--- config.mk ---
export PLATFORM = sky130hd
export DESIGN_NAME = bounded_stack_with_remove_core
export DESIGN_NICKNAME = d
export VERILOG_FILES = /design/src/hw/rtl/bswr_pkg.sv /design/src/hw/rtl/bswr_ram.sv /design/src/hw/rtl/bswr_ctrl.sv /design/src/hw/rtl/bounded_stack_with_remove_core.sv
export SDC_FILE = /design/constraint.sdc
export NUM_CORES = 1
export LEC_CHECK = 0
export ABC_AREA = 1
export BUFFER_PORTS_ARGS = -buffer_cell sky130_fd_sc_hd__buf_4
export CELL_PAD_IN_SITES_DETAIL_PLACEMENT = 0
export CELL_PAD_IN_SITES_GLOBAL_PLACEMENT = 1
export CORE_UTILIZATION = 50
export DETAILED_ROUTE_END_ITERATION = 10
export GPL_ROUTABILITY_DRIVEN = 0
export PLACE_DENSITY = 0.85
export SYNTH_ARGS = -nofsm -noshare
export SYNTH_HDL_FRONTEND = slang
export SYNTH_SLANG_ARGS = --single-unit
--- constraint.sdc ---
create_clock -name clk -period 7.7 [get_ports clk]
set_input_delay 1.54 -clock clk [delete_from_list [all_inputs] [get_ports clk]]
set_output_delay 1.54 -clock clk [all_outputs]
set_load 0.01 [all_outputs]
--- src/hw/rtl/bswr_pkg.sv ---
`default_nettype none
package bswr_pkg;

  localparam int DEPTH   = 16;
  localparam int IDX_W   = $clog2(DEPTH);
  localparam int CNT_W   = $clog2(DEPTH + 1);
  localparam int DATA_W  = 32;
  localparam int KIND_W  = 2;
  localparam int CAP_W   = 5;
  localparam int OCNT_W  = 5;
  localparam int CMP_W   = (CNT_W > CAP_W) ? CNT_W : CAP_W;

  localparam logic [KIND_W-1:0] KIND_PUSH   = 2'd0;
  localparam logic [KIND_W-1:0] KIND_POP    = 2'd1;
  localparam logic [KIND_W-1:0] KIND_PEEK   = 2'd2;
  localparam logic [KIND_W-1:0] KIND_REMOVE = 2'd3;

  localparam logic [DATA_W-1:0] EMPTY_READ = {DATA_W{1'b1}};

  typedef struct packed {
    logic              we;
    logic [IDX_W-1:0]  addr;
    logic [DATA_W-1:0] data;
  } ram_wr_t;

  typedef struct packed {
    logic              valid;
    logic [DATA_W-1:0] read_value;
    logic              hit;
    logic [CNT_W-1:0]  entry_count;
  } res_t;

endpackage
`default_nettype wire

--- src/hw/rtl/bswr_ram.sv ---
`default_nettype none
module bswr_ram
  import bswr_pkg::*;
(
  input  wire logic              clk,
  input  wire ram_wr_t           wr,
  input  wire logic [IDX_W-1:0]  raddr,
  output logic      [DATA_W-1:0] rdata
);

  logic [DATA_W-1:0] mem [DEPTH];
  logic [DATA_W-1:0] rdata_r;

  always_ff @(posedge clk) begin
    if (wr.we) begin
      mem[wr.addr] <= wr.data;
    end
  end

  always_ff @(posedge clk) begin
    rdata_r <= mem[raddr];
  end

  assign rdata = rdata_r;

endmodule
`default_nettype wire

--- src/hw/rtl/bswr_ctrl.sv ---
`default_nettype none
module bswr_ctrl
  import bswr_pkg::*;
(
  input  wire logic              clk,
  input  wire logic              rst_n,
  input  wire logic              start,
  input  wire logic [KIND_W-1:0] in_kind,
  input  wire logic [DATA_W-1:0] in_value,
  input  wire logic [CNT_W-1:0]  cap_eff,
  input  wire logic [DATA_W-1:0] rdata,
  output logic                   busy,
  output ram_wr_t                wr,
  output logic      [IDX_W-1:0]  raddr,
  output res_t                   res
);

  localparam int ST_W = 2;
  localparam logic [ST_W-1:0] ST_IDLE  = 2'd0;
  localparam logic [ST_W-1:0] ST_READ  = 2'd1;
  localparam logic [ST_W-1:0] ST_SRCH  = 2'd2;
  localparam logic [ST_W-1:0] ST_SHIFT = 2'd3;

  logic [ST_W-1:0]   state_r, state_nxt;
  logic [IDX_W-1:0]  idx_r, idx_nxt;
  logic [CNT_W-1:0]  count_r, count_nxt;
  logic [DATA_W-1:0] val_r, val_nxt;
  logic              pop_r, pop_nxt;
  logic [CNT_W-1:0]  idx_p1;
  logic [IDX_W-1:0]  top_idx;

  assign idx_p1  = {{(CNT_W-IDX_W){1'b0}}, idx_r} + CNT_W'(1);
  assign top_idx = IDX_W'(count_r - CNT_W'(1));
  assign busy    = (state_r != ST_IDLE);

  always_comb begin
    state_nxt = state_r;
    idx_nxt   = idx_r;
    count_nxt = count_r;
    val_nxt   = val_r;
    pop_nxt   = pop_r;
    wr        = '0;
    raddr     = idx_r + IDX_W'(1);
    res       = '0;
    case (state_r)
      ST_IDLE: begin
        raddr = (in_kind == KIND_REMOVE) ? '0 : top_idx;
        if (start) begin
          val_nxt = in_value;
          pop_nxt = (in_kind == KIND_POP);
          idx_nxt = '0;
          case (in_kind)
            KIND_PUSH: begin
              res.valid = 1'b1;
              if (count_r < cap_eff) begin
                wr.we     = 1'b1;
                wr.addr   = IDX_W'(count_r);
                wr.data   = in_value;
                count_nxt = count_r + CNT_W'(1);
                res.hit   = 1'b1;
              end
            end
            KIND_POP, KIND_PEEK: begin
              if (count_r == '0) begin
                res.valid      = 1'b1;
                res.read_value = EMPTY_READ;
              end else begin
                state_nxt = ST_READ;
              end
            end
            KIND_REMOVE: begin
              if (count_r == '0) begin
                res.valid = 1'b1;
              end else begin
                state_nxt = ST_SRCH;
              end
            end
            default: begin
              res.valid = 1'b1;
            end
          endcase
        end
      end
      ST_READ: begin
        res.valid      = 1'b1;
        res.hit        = 1'b1;
        res.read_value = rdata;
        if (pop_r) begin
          count_nxt = count_r - CNT_W'(1);
        end
        state_nxt = ST_IDLE;
      end
      ST_SRCH: begin
        if (rdata == val_r) begin
          state_nxt = ST_SHIFT;
        end else if (idx_p1 >= count_r) begin
          res.valid = 1'b1;
          state_nxt = ST_IDLE;
        end else begin
          idx_nxt = idx_r + IDX_W'(1);
        end
      end
      ST_SHIFT: begin
        raddr = idx_r + IDX_W'(2);
        if (idx_p1 < count_r) begin
          wr.we   = 1'b1;
          wr.addr = idx_r;
          wr.data = rdata;
          idx_nxt = idx_r + IDX_W'(1);
        end else begin
          count_nxt = count_r - CNT_W'(1);
          res.valid = 1'b1;
          res.hit   = 1'b1;
          state_nxt = ST_IDLE;
        end
      end
      default: begin
        state_nxt = ST_IDLE;
      end
    endcase
    res.entry_count = count_nxt;
  end

  always_ff @(posedge clk) begin
    if (!rst_n) begin
      state_r <= ST_IDLE;
      count_r <= '0;
    end else begin
      state_r <= state_nxt;
      count_r <= count_nxt;
    end
  end

  always_ff @(posedge clk) begin
    idx_r <= idx_nxt;
    val_r <= val_nxt;
    pop_r <= pop_nxt;
  end

endmodule
`default_nettype wire

--- src/hw/rtl/bounded_stack_with_remove_core.sv ---
// Push, or any request on an empty stack: result in the cycle after the transfer.
// Pop and peek: read state, then output register. Remove: the search state reads
// entries from the bottom until one matches, then the shift state moves each later
// entry down one place; a search with no match ends with hit low. busy is high
// until the result. Results cannot be stalled. Synchronous reset empties the stack
// and sets the capacity to its full value; stored words are not cleared.
`default_nettype none
module bounded_stack_with_remove_core
  import bswr_pkg::*;
(
  input  wire logic                     clk,
  input  wire logic                     rst_n,
  input  wire logic                     start,
  output logic                          busy,
  input  wire logic        [KIND_W-1:0] in_kind,
  input  wire logic signed [DATA_W-1:0] in_value,
  input  wire logic                     cfg_we,
  input  wire logic        [CAP_W-1:0]  cfg_wdata,
  output logic                          out_valid,
  output logic signed      [DATA_W-1:0] out_read_value,
  output logic                          out_hit,
  output logic             [OCNT_W-1:0] out_entry_count,
  output logic                          out_is_full,
  output logic                          out_is_empty
);

  logic [CAP_W-1:0]  cap_r;
  logic [CNT_W-1:0]  cap_eff;
  ram_wr_t           wr;
  logic [IDX_W-1:0]  raddr;
  logic [DATA_W-1:0] rdata;
  res_t              res;

  logic              valid_r;
  logic [DATA_W-1:0] read_value_r;
  logic              hit_r;
  logic [CNT_W-1:0]  count_r;
  logic              full_r;
  logic              empty_r;

  always_comb begin
    if (cap_r == '0) begin
      cap_eff = CNT_W'(1);
    end else if (CMP_W'(cap_r) > CMP_W'(DEPTH)) begin
      cap_eff = CNT_W'(DEPTH);
    end else begin
      cap_eff = CNT_W'(cap_r);
    end
  end

  bswr_ctrl u_ctrl (
    .clk      (clk),
    .rst_n    (rst_n),
    .start    (start),
    .in_kind  (in_kind),
    .in_value (in_value),
    .cap_eff  (cap_eff),
    .rdata    (rdata),
    .busy     (busy),
    .wr       (wr),
    .raddr    (raddr),
    .res      (res)
  );

  bswr_ram u_ram (
    .clk   (clk),
    .wr    (wr),
    .raddr (raddr),
    .rdata (rdata)
  );

  always_ff @(posedge clk) begin
    if (!rst_n) begin
      cap_r   <= CAP_W'(DEPTH > 16 ? 16 : DEPTH);
      valid_r <= 1'b0;
    end else begin
      if (cfg_we) begin
        cap_r <= cfg_wdata;
      end
      valid_r <= res.valid;
    end
  end

  always_ff @(posedge clk) begin
    read_value_r <= res.read_value;
    hit_r        <= res.hit;
    count_r      <= res.entry_count;
    full_r       <= (res.entry_count >= cap_eff);
    empty_r      <= (res.entry_count == '0);
  end

  assign out_valid       = valid_r;
  assign out_read_value  = read_value_r;
  assign out_hit         = hit_r;
  assign out_entry_count = OCNT_W'(count_r);
  assign out_is_full     = full_r;
  assign out_is_empty    = empty_r;

  a_push_one_cycle: assert property (@(posedge clk) disable iff (!rst_n)
    (start && !busy && in_kind == KIND_PUSH) |=> out_valid)
    else $error("push transfer did not give a result in the next cycle");

  a_idle_after_result: assert property (@(posedge clk) disable iff (!rst_n)
    out_valid |-> !busy)
    else $error("block still busy when its result is shown");

  a_full_empty_excl: assert property (@(posedge clk) disable iff (!rst_n)
    out_valid |-> !(out_is_full && out_is_empty))
    else $error("full and empty reported together");

  a_empty_read: assert property (@(posedge clk) disable iff (!rst_n)
    (out_valid && !out_hit && out_read_value != 0) |-> out_is_empty)
    else $error("empty read value reported on a stack holding entries");

endmodule
`default_nettype wire

# [Word level (Yosys, flattened, before mapping)]
# Memories as Yosys holds them, arrays and structs flattened. A register that Yosys moved wholly into a read port is not among the register bits.
# Cells that the tools add are included.
[totals] reg_bits=90 mem_bits_rw=512 input_bits=43 out_inout_bits=42 word_cells=93 memories=1
[classes] addsub=5 magnitude_cmp=5 eq_ne=16 n_mux=43 n_reduce_logical=11
[mem_list] memory="u_ram.mem" words=16 word_bits=32 rd=1 rd_ports_with_merged_regs=1 wr=1 line_no="bswr_ram.sv:11" rtl="logic [DATA_W-1:0] mem [DEPTH];"
[ops] cell="37-bit 2-to-1 mux" n=4
[ops] cell="37-bit one-hot mux with 2 select lines" n=1
[ops] cell="32-bit one-hot mux with 2 select lines" n=1
[ops] cell="5-bit 2-to-1 mux" n=7
[ops] cell="34-bit 2-to-1 mux" n=1
[ops] cell="33-bit 2-to-1 mux" n=1
[ops] cell="32-bit == test" n=1
[ops] cell="32-bit 2-to-1 mux" n=1
[ops] cell="4-bit 2-to-1 mux" n=5
[ops] cell="5-bit zero test" n=3
[ops] cell="5-bit one-hot mux with 3 select lines" n=1
[ops] cell="2-bit 2-to-1 mux" n=6
[ops] cell="4-bit one-hot mux with 3 select lines" n=1
[ops] cell="5-bit >= comparator" n=2
[ops] cell="5-bit < comparator" n=2
[ops] cell="2-bit == test (second input constant)" n=4
[ops] cell="1-bit 2-to-1 mux" n=8
[ops] cell="2-bit != test (second input constant)" n=4
[ops] cell="2-bit one-hot mux with 4 select lines" n=1
[ops] cell="4-bit one-hot mux with 2 select lines" n=1
[ops] cell="3-bit != test (second input constant)" n=2
[ops] cell="1-bit one-hot mux with 3 select lines" n=2
[ops] cell="6-bit AND reduction" n=1
[ops] cell="4-bit by 1-bit adder with 5-bit output (second input constant)" n=1
[ops] cell="17 further kinds" n=19

# [Longest topological paths before layout]
# Gate-level depths: netlist of the first run.
[logic_depth] word_depth=10 ltp_mapped=25 depth_no_buf=25

# [Cells and area by module]
# From an unflattened synthesis of the first run, not the netlist that was laid out.
[hier_totals] hier_cells=2770 hier_area_um2=27730.3
[by_module_without_submodules] mod="bswr_ram" instances=1 cells_per_inst=2120 area_each_um2=22730.6 seq_area_each_um2=16015.4
[by_module_without_submodules] mod="bswr_ctrl" instances=1 cells_per_inst=551 area_each_um2=3818.7 seq_area_each_um2=1251.2
[by_module_without_submodules] mod="bounded_stack_with_remove_core" instances=1 cells_per_inst=99 area_each_um2=1181.1 seq_area_each_um2=920.9

# [Worst setup path before layout of the first run]
# No wires, ideal clock.
[synth_timing] kind="in2reg" start="input start" end="memory u_ram.mem[13][0], enable pin" setup_ns=0.421 arrival_ns=4.193 required_ns=7.279 slack_ns=3.085 stages=8 path_buffers=0 path_cell_list="nand2_1 -> inv_1 -> nand3_1 -> o21ai_0 -> nand2_1 -> nor2_1 -> inv_1 -> nor2_1"
[synth_via] elab_chain_cells=4
[synth_rtl] element="start, declared" line_no="bounded_stack_with_remove_core.sv:13" rtl="input wire logic start,"
[synth_rtl] element="37-bit 2-to-1 mux *" line_no="bswr_ctrl.sv:48" rtl="if (start) begin"
[synth_rtl] element="37-bit one-hot mux with 2 select lines *" line_no="bswr_ctrl.sv:45" rtl="case (state_r)"
[synth_rtl] element="1-bit 2-to-1 mux" line_no="bswr_ram.sv:15" rtl="if (wr.we) begin"
[synth_rtl] element="1-bit 2-to-1 mux (not written as such)" line_no="bswr_ram.sv:16" rtl="mem[wr.addr] <= wr.data;"
[synth_rtl] element="end, declared" line_no="bswr_ram.sv:11"
# Mark *: on every way between the ends. The rest lies on a longest branch, timed or not.

# [Worst setup path in the final report of the first run]
[layout_timing] start="register u_ctrl.idx_r[2]" end="memory u_ram.mem[6][22], enable pin"
[layout_via] elab_chain_cells=6
[layout_rtl] element="start, declared" line_no="bswr_ctrl.sv:25" rtl="logic [IDX_W-1:0] idx_r, idx_nxt;"
[layout_rtl] element="start signal, assigned" line_no="bswr_ctrl.sv:135" rtl="idx_r <= idx_nxt;"
[layout_rtl] element="4-bit by 1-bit adder with 5-bit output *" line_no="bswr_ctrl.sv:32" rtl="assign idx_p1 = {{(CNT_W-IDX_W){1'b0}}, idx_r} + CNT_W'(1);"
[layout_rtl] element="named net u_ctrl.idx_p1[3]" line_no="bswr_ctrl.sv:29" rtl="logic [CNT_W-1:0] idx_p1;"
[layout_rtl] element="5-bit < comparator *" line_no="bswr_ctrl.sv:105" rtl="if (idx_p1 < count_r) begin"
[layout_rtl] element="37-bit 2-to-1 mux *" line_no="bswr_ctrl.sv:105"
[layout_rtl] element="37-bit one-hot mux with 2 select lines *" line_no="bswr_ctrl.sv:45"
[layout_rtl] element="1-bit 2-to-1 mux" line_no="bswr_ram.sv:15"
[layout_rtl] element="1-bit 2-to-1 mux (not written as such)" line_no="bswr_ram.sv:16"
# The timed path passes the listed nets; every way through them passes the cells marked *.

==> flow_summary_export.csv, run 1 <==
group,metric,value,unit
power,peakVddDrop,665.4,uV
worst_setup_path,worstPathMaxFanout,32,
finish,antenna_cells_inserted,0,
routing,detail_route.iter0.violations,1740,
clocking,post_cts_sizing_count,0,
worst_setup_path,crit_required,7.93,ns
placement,placed_cells,2932,
synthesis,synth_cells,2261,
floorplanning,rows,83,
timing,skew,0.01644,ns
clocking,clock_sinks,634,
timing,min_period,4.334,ns
synthesis,async_flop_share,0,
floorplanning,die_height,231.4,um
floorplanning,start_util,0.5099,
worst_setup_path,r2r_end,"u_ram.mem[6][22]",
job,maxCapViolCount,0,
clocking,clock-root-buffer,"clkbuf_16",
clocking,cts_tree,"yes",
routing,first_pass_drt_iterations,6,
synthesis,synthFlopType,"edfxtp_1",
clocking,cts_inserted_buffers,59,
placement,dpl_worst_slack,2.999,ns
routing,detail_route.drc_violations,0,
placement,place.port_buffers,84,
routing,route.detailed.vias_per_inst,5.583,
finish,area_added_between_synthesis_and_finish,12.88,%
clocking,cts.hold.buffers_added,0,
finish,finish.net_count,2382,
synthesis,netlist_area,0.02632,mm2
synthesis,number_of_enable_type_register_cells_in_the_synthesized_netlist,549,
timing,worst-slew-pin-transition,1.288,ns
grt,grt_first_pass_wirelength,93900,um
finish,postLayoutCoreUtil,0.5756,
synthesis,synth.avg_cell_area,11.64,um2
timing,tightest_hold_margin,0.5013,ns
floorplanning,die_w,231.4,um
worst_setup_path,critical_path_endpoint_category,"flip-flop",
timing,timing.final.crit_share,0.5628,
worst_setup_path,worst_setup_path_endpoint,"u_ram.mem[6][22]",
grt,antenna_found_initial,0,
finish,n_fill_cell,4061,
worst_setup_path,timing.reg2reg.setup_slack,3.37,ns
timing,setup_total_negative_slack,0,ns
finish,final-seq-area,0.01819,mm2
worst_setup_path,critical_path_start_end_classification,"flip-flop to flip-flop",
grt,grt.total_usage,0.2322,
grt,grt_start_max_net_pins,171,
outcome,run_status,"completed",
synthesis,ys_seq_elements,634,
timing,report.final.slew_viol_count,0,
floorplanning,ioPinCount,85,
worst_setup_path,worstReg2RegStart,"u_ctrl.idx_r[2]",
timing,grt_setup_unrepaired,"no",
synthesis,syn-num-nets,2330,
synthesis,synthDistinctLibCells,37,
finish,multi_input_comb_area,0.006445,mm2
worst_hold_path,hold_path.class,"flip-flop to flip-flop",
worst_setup_path,critical_path.startpoint,"u_ctrl.idx_r[2]",
power,total_leakage_power,11.46,nW
routing,detail_route.wirelength,61710,um
worst_setup_path,timing.critical_path.from_type,"flip-flop",
grt,overflow,0,
synthesis,seq_area_frac_synth,0.6910,
timing,fmax,0.2308,GHz
finish,post_layout_nonfiller_instances,3044,
power,pwr_per_cell_area,435.4,mW/mm2
worst_setup_path,worstRegToRegCells,14,
clocking,clock_insertion_delay_worst_skew,0.63,ns
clocking,clkSlewWorstSetupHoldPaths,0.06,ns
timing,setup_viol_count_final,0,
clocking,post_cts_setup_repair_bufs,0,
routing,ant_nets,0,
routing,wire_per_inst,20.27,um
clocking,cts-root-to-sink-buffers,3,
synthesis,yosysWarnings,0,
timing,layout_setup_ws,3.366,ns
routing,routed-via-count,17000,
floorplanning,die-area,0.05356,mm2
placement,detailedPlacementHpwl,34740,um
finish,layout-drive-gt1-share,0.1041,
timing,slew_headroom,0.1394,
grt,grt_pass1_vias,16050,
floorplanning,core-area,0.05161,mm2
clocking,cts-htree-levels,2,
timing,count_of_endpoints_failing_hold_in_the_final_timing_report,0,
worst_setup_path,critical_path_arrival,4.56,ns
==> final cells by class <==
| type | instances | area share |
|---|---|---|
| flip-flops and latches | 634 | 0.6122 |
| inverters | 325 | 0.04127 |
| well taps | 680 | 0.02864 |
| clock inverters | 25 | 0.01394 |
| clock buffers | 87 | 0.05804 |
| multi-input cells | 1180 | 0.2169 |
| repair buffers | 113 | 0.02898 |
==> sequential cells by signal (all words and copies together), names as in the netlist, 4 cells and up <==
name,count
u_ram.mem,512
out_read_value,32
u_ctrl.val_r,32
u_ram.rdata,32
cap_r,5
out_entry_count,5
u_ctrl.count_r,5
u_ctrl.idx_r,4
==> stage by stage <==
| stage | total power, mW | area [um2] |
|---|---|---|
| 5_1_grt | 13.73 | 29710 |
| 6_report | 12.93 | 29710 |
| 2_1_floorplan | 8.371 | 26320 |
| 3_5_place_dp | 9.816 | 27570 |
| 3_3_place_gp | 9.685 | 27570 |
| 4_1_cts | 12.95 | 29710 |
==> synth_stat cells, types with 2 or more instances <==
cell	instances	area (um2)
o21ai_1	3	15.01
inv_2	8	30.03
buf_2	83	415.4
xnor2_1	24	210.2
buf_1	9	33.78
nor2_1	101	379.1
dfxtp_1	85	1702
nand2_1	450	1689
a22oi_1	33	247.7
or2_2	5	31.28
nand3_1	219	1096
buf_4	4	30.03
inv_1	316	1186
xor2_1	2	17.52
nand4_1	11	68.82
clkbuf_1	23	86.33
buf_6	3	33.78
o211ai_1	256	1922
o21ai_0	23	115.1
edfxtp_1	549	16490
a21oi_1	13	65.06
ha_1	26	325.3
==> layout by cell type, fill, tap and decap left out, types with 2 or more instances in the layout <==
master,instances
a21oi_1,13
a22oi_1,33
buf_4,112
bufinv_16,11
clkbuf_1,16
clkbuf_16,61
clkbuf_8,10
clkinv_1,4
clkinv_2,10
dfxtp_1,85
edfxtp_1,549
ha_1,26
inv_1,315
inv_2,7
nand2_1,450
nand3_1,219
nand4_1,11
nor2_1,84
nor2_2,2
nor2_4,17
o211ai_1,256
o21ai_0,23
o21ai_1,3
or2_2,5
xnor2_1,24
xor2_1,2
==> metal layers <==
metal,vias to the layer above,GRT usage,part of all wire
li1,8008,-,-
met1,8220,0.3206,0.42
met2,660,0.3790,0.47
met3,108,0.03494,0.078
met4,0,0.07223,0.025
met5,-,0,0
==> worst min path at each step <==
stage                     slack, ns       startpoint  depth (start not counted)                 end
after global placement         0.48  u_ram.rdata[30]                          2  out_read_value[30]
final                          0.50  u_ram.rdata[30]                          2  out_read_value[30]
after detailed placement       0.50  u_ram.rdata[13]                          2  out_read_value[13]
after floorplan                0.46  u_ram.rdata[16]                          2  out_read_value[16]
after CTS                      0.50  u_ram.rdata[30]                          2  out_read_value[30]
after global routing           0.53  u_ram.rdata[14]                          2  out_read_value[14]
==> power breakdown <==
| group | switching, mW | internal [mW] | leakage [nW] | total [mW] |
|---|---|---|---|---|
| Clock | 1.24 | 1.92 | 1.05 | 3.16 |
| Sequential | 0.234 | 4.10 | 5.83 | 4.33 |
| Combinational | 3.74 | 1.71 | 4.58 | 5.45 |
==> cells by family after synthesis <==
family,share of synthesized area
buffers and inverters,0.06912
adders and majority gates,0.01236
AOI/OAI and AO/OA,0.09327
and+or+nand+nor,0.1256
xor gates and xnor gates,0.008652
DFF,0.6910
==> worst max-delay path, cell delays in order, from the launching register on <==
cell      delay, ns
edfxtp_1       0.42
ha_1           0.20
nand2_1        0.08
o21ai_0        0.37
inv_1          0.09
ha_1           0.28
nand2_1        0.07
inv_1          0.04
nand2_1        0.10
nand3_1        0.16
nor2_2         0.39
nand2_1        0.08
o21ai_1        0.18
nand3_1        0.36
nor2_4         1.09
(Power assumes the default switching activity.)
==> run 2, diff against run 1 <==
clock period = 4.4 ns   (was 7.7 ns; I/O delays follow)
==> flow_summary_export.csv, run 2 (same netlist as run 1, synthesis figures left out) <==
group,metric,value,unit
outcome,run_status,"completed",
finish,layout-drive-gt1-share,0.1213,
timing,fmax,0.2571,GHz
power,pwr_per_cell_area,748.6,mW/mm2
worst_setup_path,critical_path_start_end_classification,"flip-flop to flip-flop",
grt,grt_start_max_net_pins,95,
timing,setup_viol_count_final,0,
timing,report.final.slew_viol_count,0,
finish,antenna_cells_inserted,0,
power,peakVddDrop,679.5,uV
finish,post_layout_nonfiller_instances,3096,
finish,n_fill_cell,3998,
finish,final_cell_mix,"549 x edfxtp_1, 450 x nand2_1, 316 x inv_1",
worst_setup_path,worstRegToRegCells,13,
floorplanning,core-area,0.05161,mm2
placement,postPlaceCellArea,0.02820,mm2
clocking,cts_inserted_buffers,59,
clocking,post_cts_sizing_count,0,
finish,area_added_between_synthesis_and_finish,14.27,%
finish,stdcell_area,0.03007,mm2
worst_setup_path,timing.reg2reg.setup_slack,0.51,ns
grt,antenna_found_initial,0,
clocking,cts_tree,"yes",
placement,detailedPlacementHpwl,36700,um
worst_setup_path,timing.critical_path.from_type,"flip-flop",
routing,first_pass_drt_iterations,6,
grt,grt_pass1_vias,16460,
finish,final-seq-area,0.01819,mm2
routing,wire_per_inst,19.85,um
timing,skew,0.01844,ns
job,maxCapViolCount,0,
floorplanning,rows,83,
grt,grt_first_pass_wirelength,94450,um
floorplanning,ioPinCount,85,
routing,route.detailed.vias_per_inst,5.515,
worst_setup_path,critical_path.startpoint,"u_ctrl.idx_r[2]",
timing,grt_setup_unrepaired,"no",
worst_setup_path,critical_path_endpoint_category,"flip-flop",
finish,mostFrequentLayoutCell,"edfxtp_1",
timing,count_of_endpoints_failing_hold_in_the_final_timing_report,0,
clocking,clkSlewWorstSetupHoldPaths,0.06,ns
routing,detail_route.iter0.violations,1927,
floorplanning,die-area,0.05356,mm2
timing,layout_setup_ws,0.5099,ns
clocking,clock_insertion_delay_worst_skew,0.62,ns
clocking,clock-root-buffer,"clkbuf_16",
floorplanning,die_w,231.4,um
timing,setup_total_negative_slack,0,ns
finish,postLayoutCoreUtil,0.5827,
worst_setup_path,worstPathMaxFanout,25,
clocking,cts-root-to-sink-buffers,3,
placement,dpl_worst_slack,0.6292,ns
finish,multi_input_comb_area,0.006445,mm2
timing,min_period,3.890,ns
clocking,post_cts_setup_repair_bufs,0,
finish,largest_register_ffs,512,
routing,routed-via-count,17070,
routing,ant_nets,0,
timing,slew_headroom,0.2911,
placement,place.port_buffers,84,
worst_setup_path,worst_setup_path_endpoint,"u_ram.mem[5][9]",
timing,timing.final.crit_share,0.8841,
timing,tightest_hold_margin,0.4423,ns
grt,grt.total_usage,0.2324,
power,power.total,22.51,mW
routing,detail_route.drc_violations,0,
worst_setup_path,worstReg2RegStart,"u_ctrl.idx_r[2]",
routing,detail_route.wirelength,61440,um
worst_setup_path,crit_required,4.68,ns
placement,placed_cells,2986,
clocking,cts.hold.buffers_added,0,
clocking,cts-htree-levels,2,
clocking,clock_sinks,634,
power,total_leakage_power,11.68,nW
timing,worst-slew-pin-transition,1.063,ns
worst_setup_path,critical_path_arrival,4.17,ns
finish,finish.net_count,2436,
floorplanning,die_height,231.4,um
floorplanning,start_util,0.5099,
worst_setup_path,r2r_end,"u_ram.mem[5][9]",
grt,overflow,0,
finish,largest-register,"u_ram.mem",
worst_hold_path,hold_path.class,"input port to flip-flop",
-- run 2: cell types whose count changed in the layout (fill, tap and decap cells not counted), sizes merged --
cell      change
inv           +1
bufinv        -7
buf          +54
clkinv       +12
clkbuf       -10
clkinvlp      +2
-- run 2: power by group --
| group | leakage (nW) | internal (mW) | switching [mW] | total (mW) |
|---|---|---|---|---|
| Combinational | 4.93 | 3.27 | 6.75 | 10.0 |
| Sequential | 5.83 | 7.17 | 0.389 | 7.55 |
| Clock | 0.917 | 2.76 | 2.18 | 4.94 |
| Total | 11.7 | 13.2 | 9.32 | 22.5 |
-- run 2: worst min path at each step --
stage / slack, ns / from / cells after the start / end
final: 0.44 / in_value[13] / 1 / u_ctrl.val_r[13]
after global routing: 0.41 / in_value[13] / 1 / u_ctrl.val_r[13]
after global placement: 0.47 / u_ram.rdata[31] / 2 / out_read_value[31]
after floorplan: 0.46 / u_ram.rdata[16] / 2 / out_read_value[16]
after CTS: 0.41 / in_value[21] / 1 / u_ctrl.val_r[21]
after detailed placement: 0.48 / u_ram.rdata[13] / 2 / out_read_value[13]
-- run 2: per-layer routing --
metal	up-vias	track usage	wire length, um
li1	8098	-	-
met1	8271	0.3158	26120
met2	605	0.3886	29720
met3	99	0.03568	4253
met4	0	0.06374	1354
met5	-	0	0
-- run 2: final cells by class --
cell class / count / share of cell area
clock buffers: 77 / 0.05234
clock inverters: 33 / 0.01007
inverters: 325 / 0.04065
multi-input cells: 1180 / 0.2143
flip-flops and latches: 634 / 0.6048
well taps: 680 / 0.02829
repair buffers: 167 / 0.04959
-- run 2: critical path, cell delays in order, from the launching register on --
cell and delay [ns]:
edfxtp_1 0.42, ha_1 0.19, nand2_1 0.07, o21ai_0 0.33, inv_1 0.08, ha_1 0.28
nand2_1 0.08, nor2_1 0.07, nand2_1 0.07, nand3_1 0.17, nor2_2 0.39, buf_4 0.44
a22oi_1 0.16, nor2_1 0.77
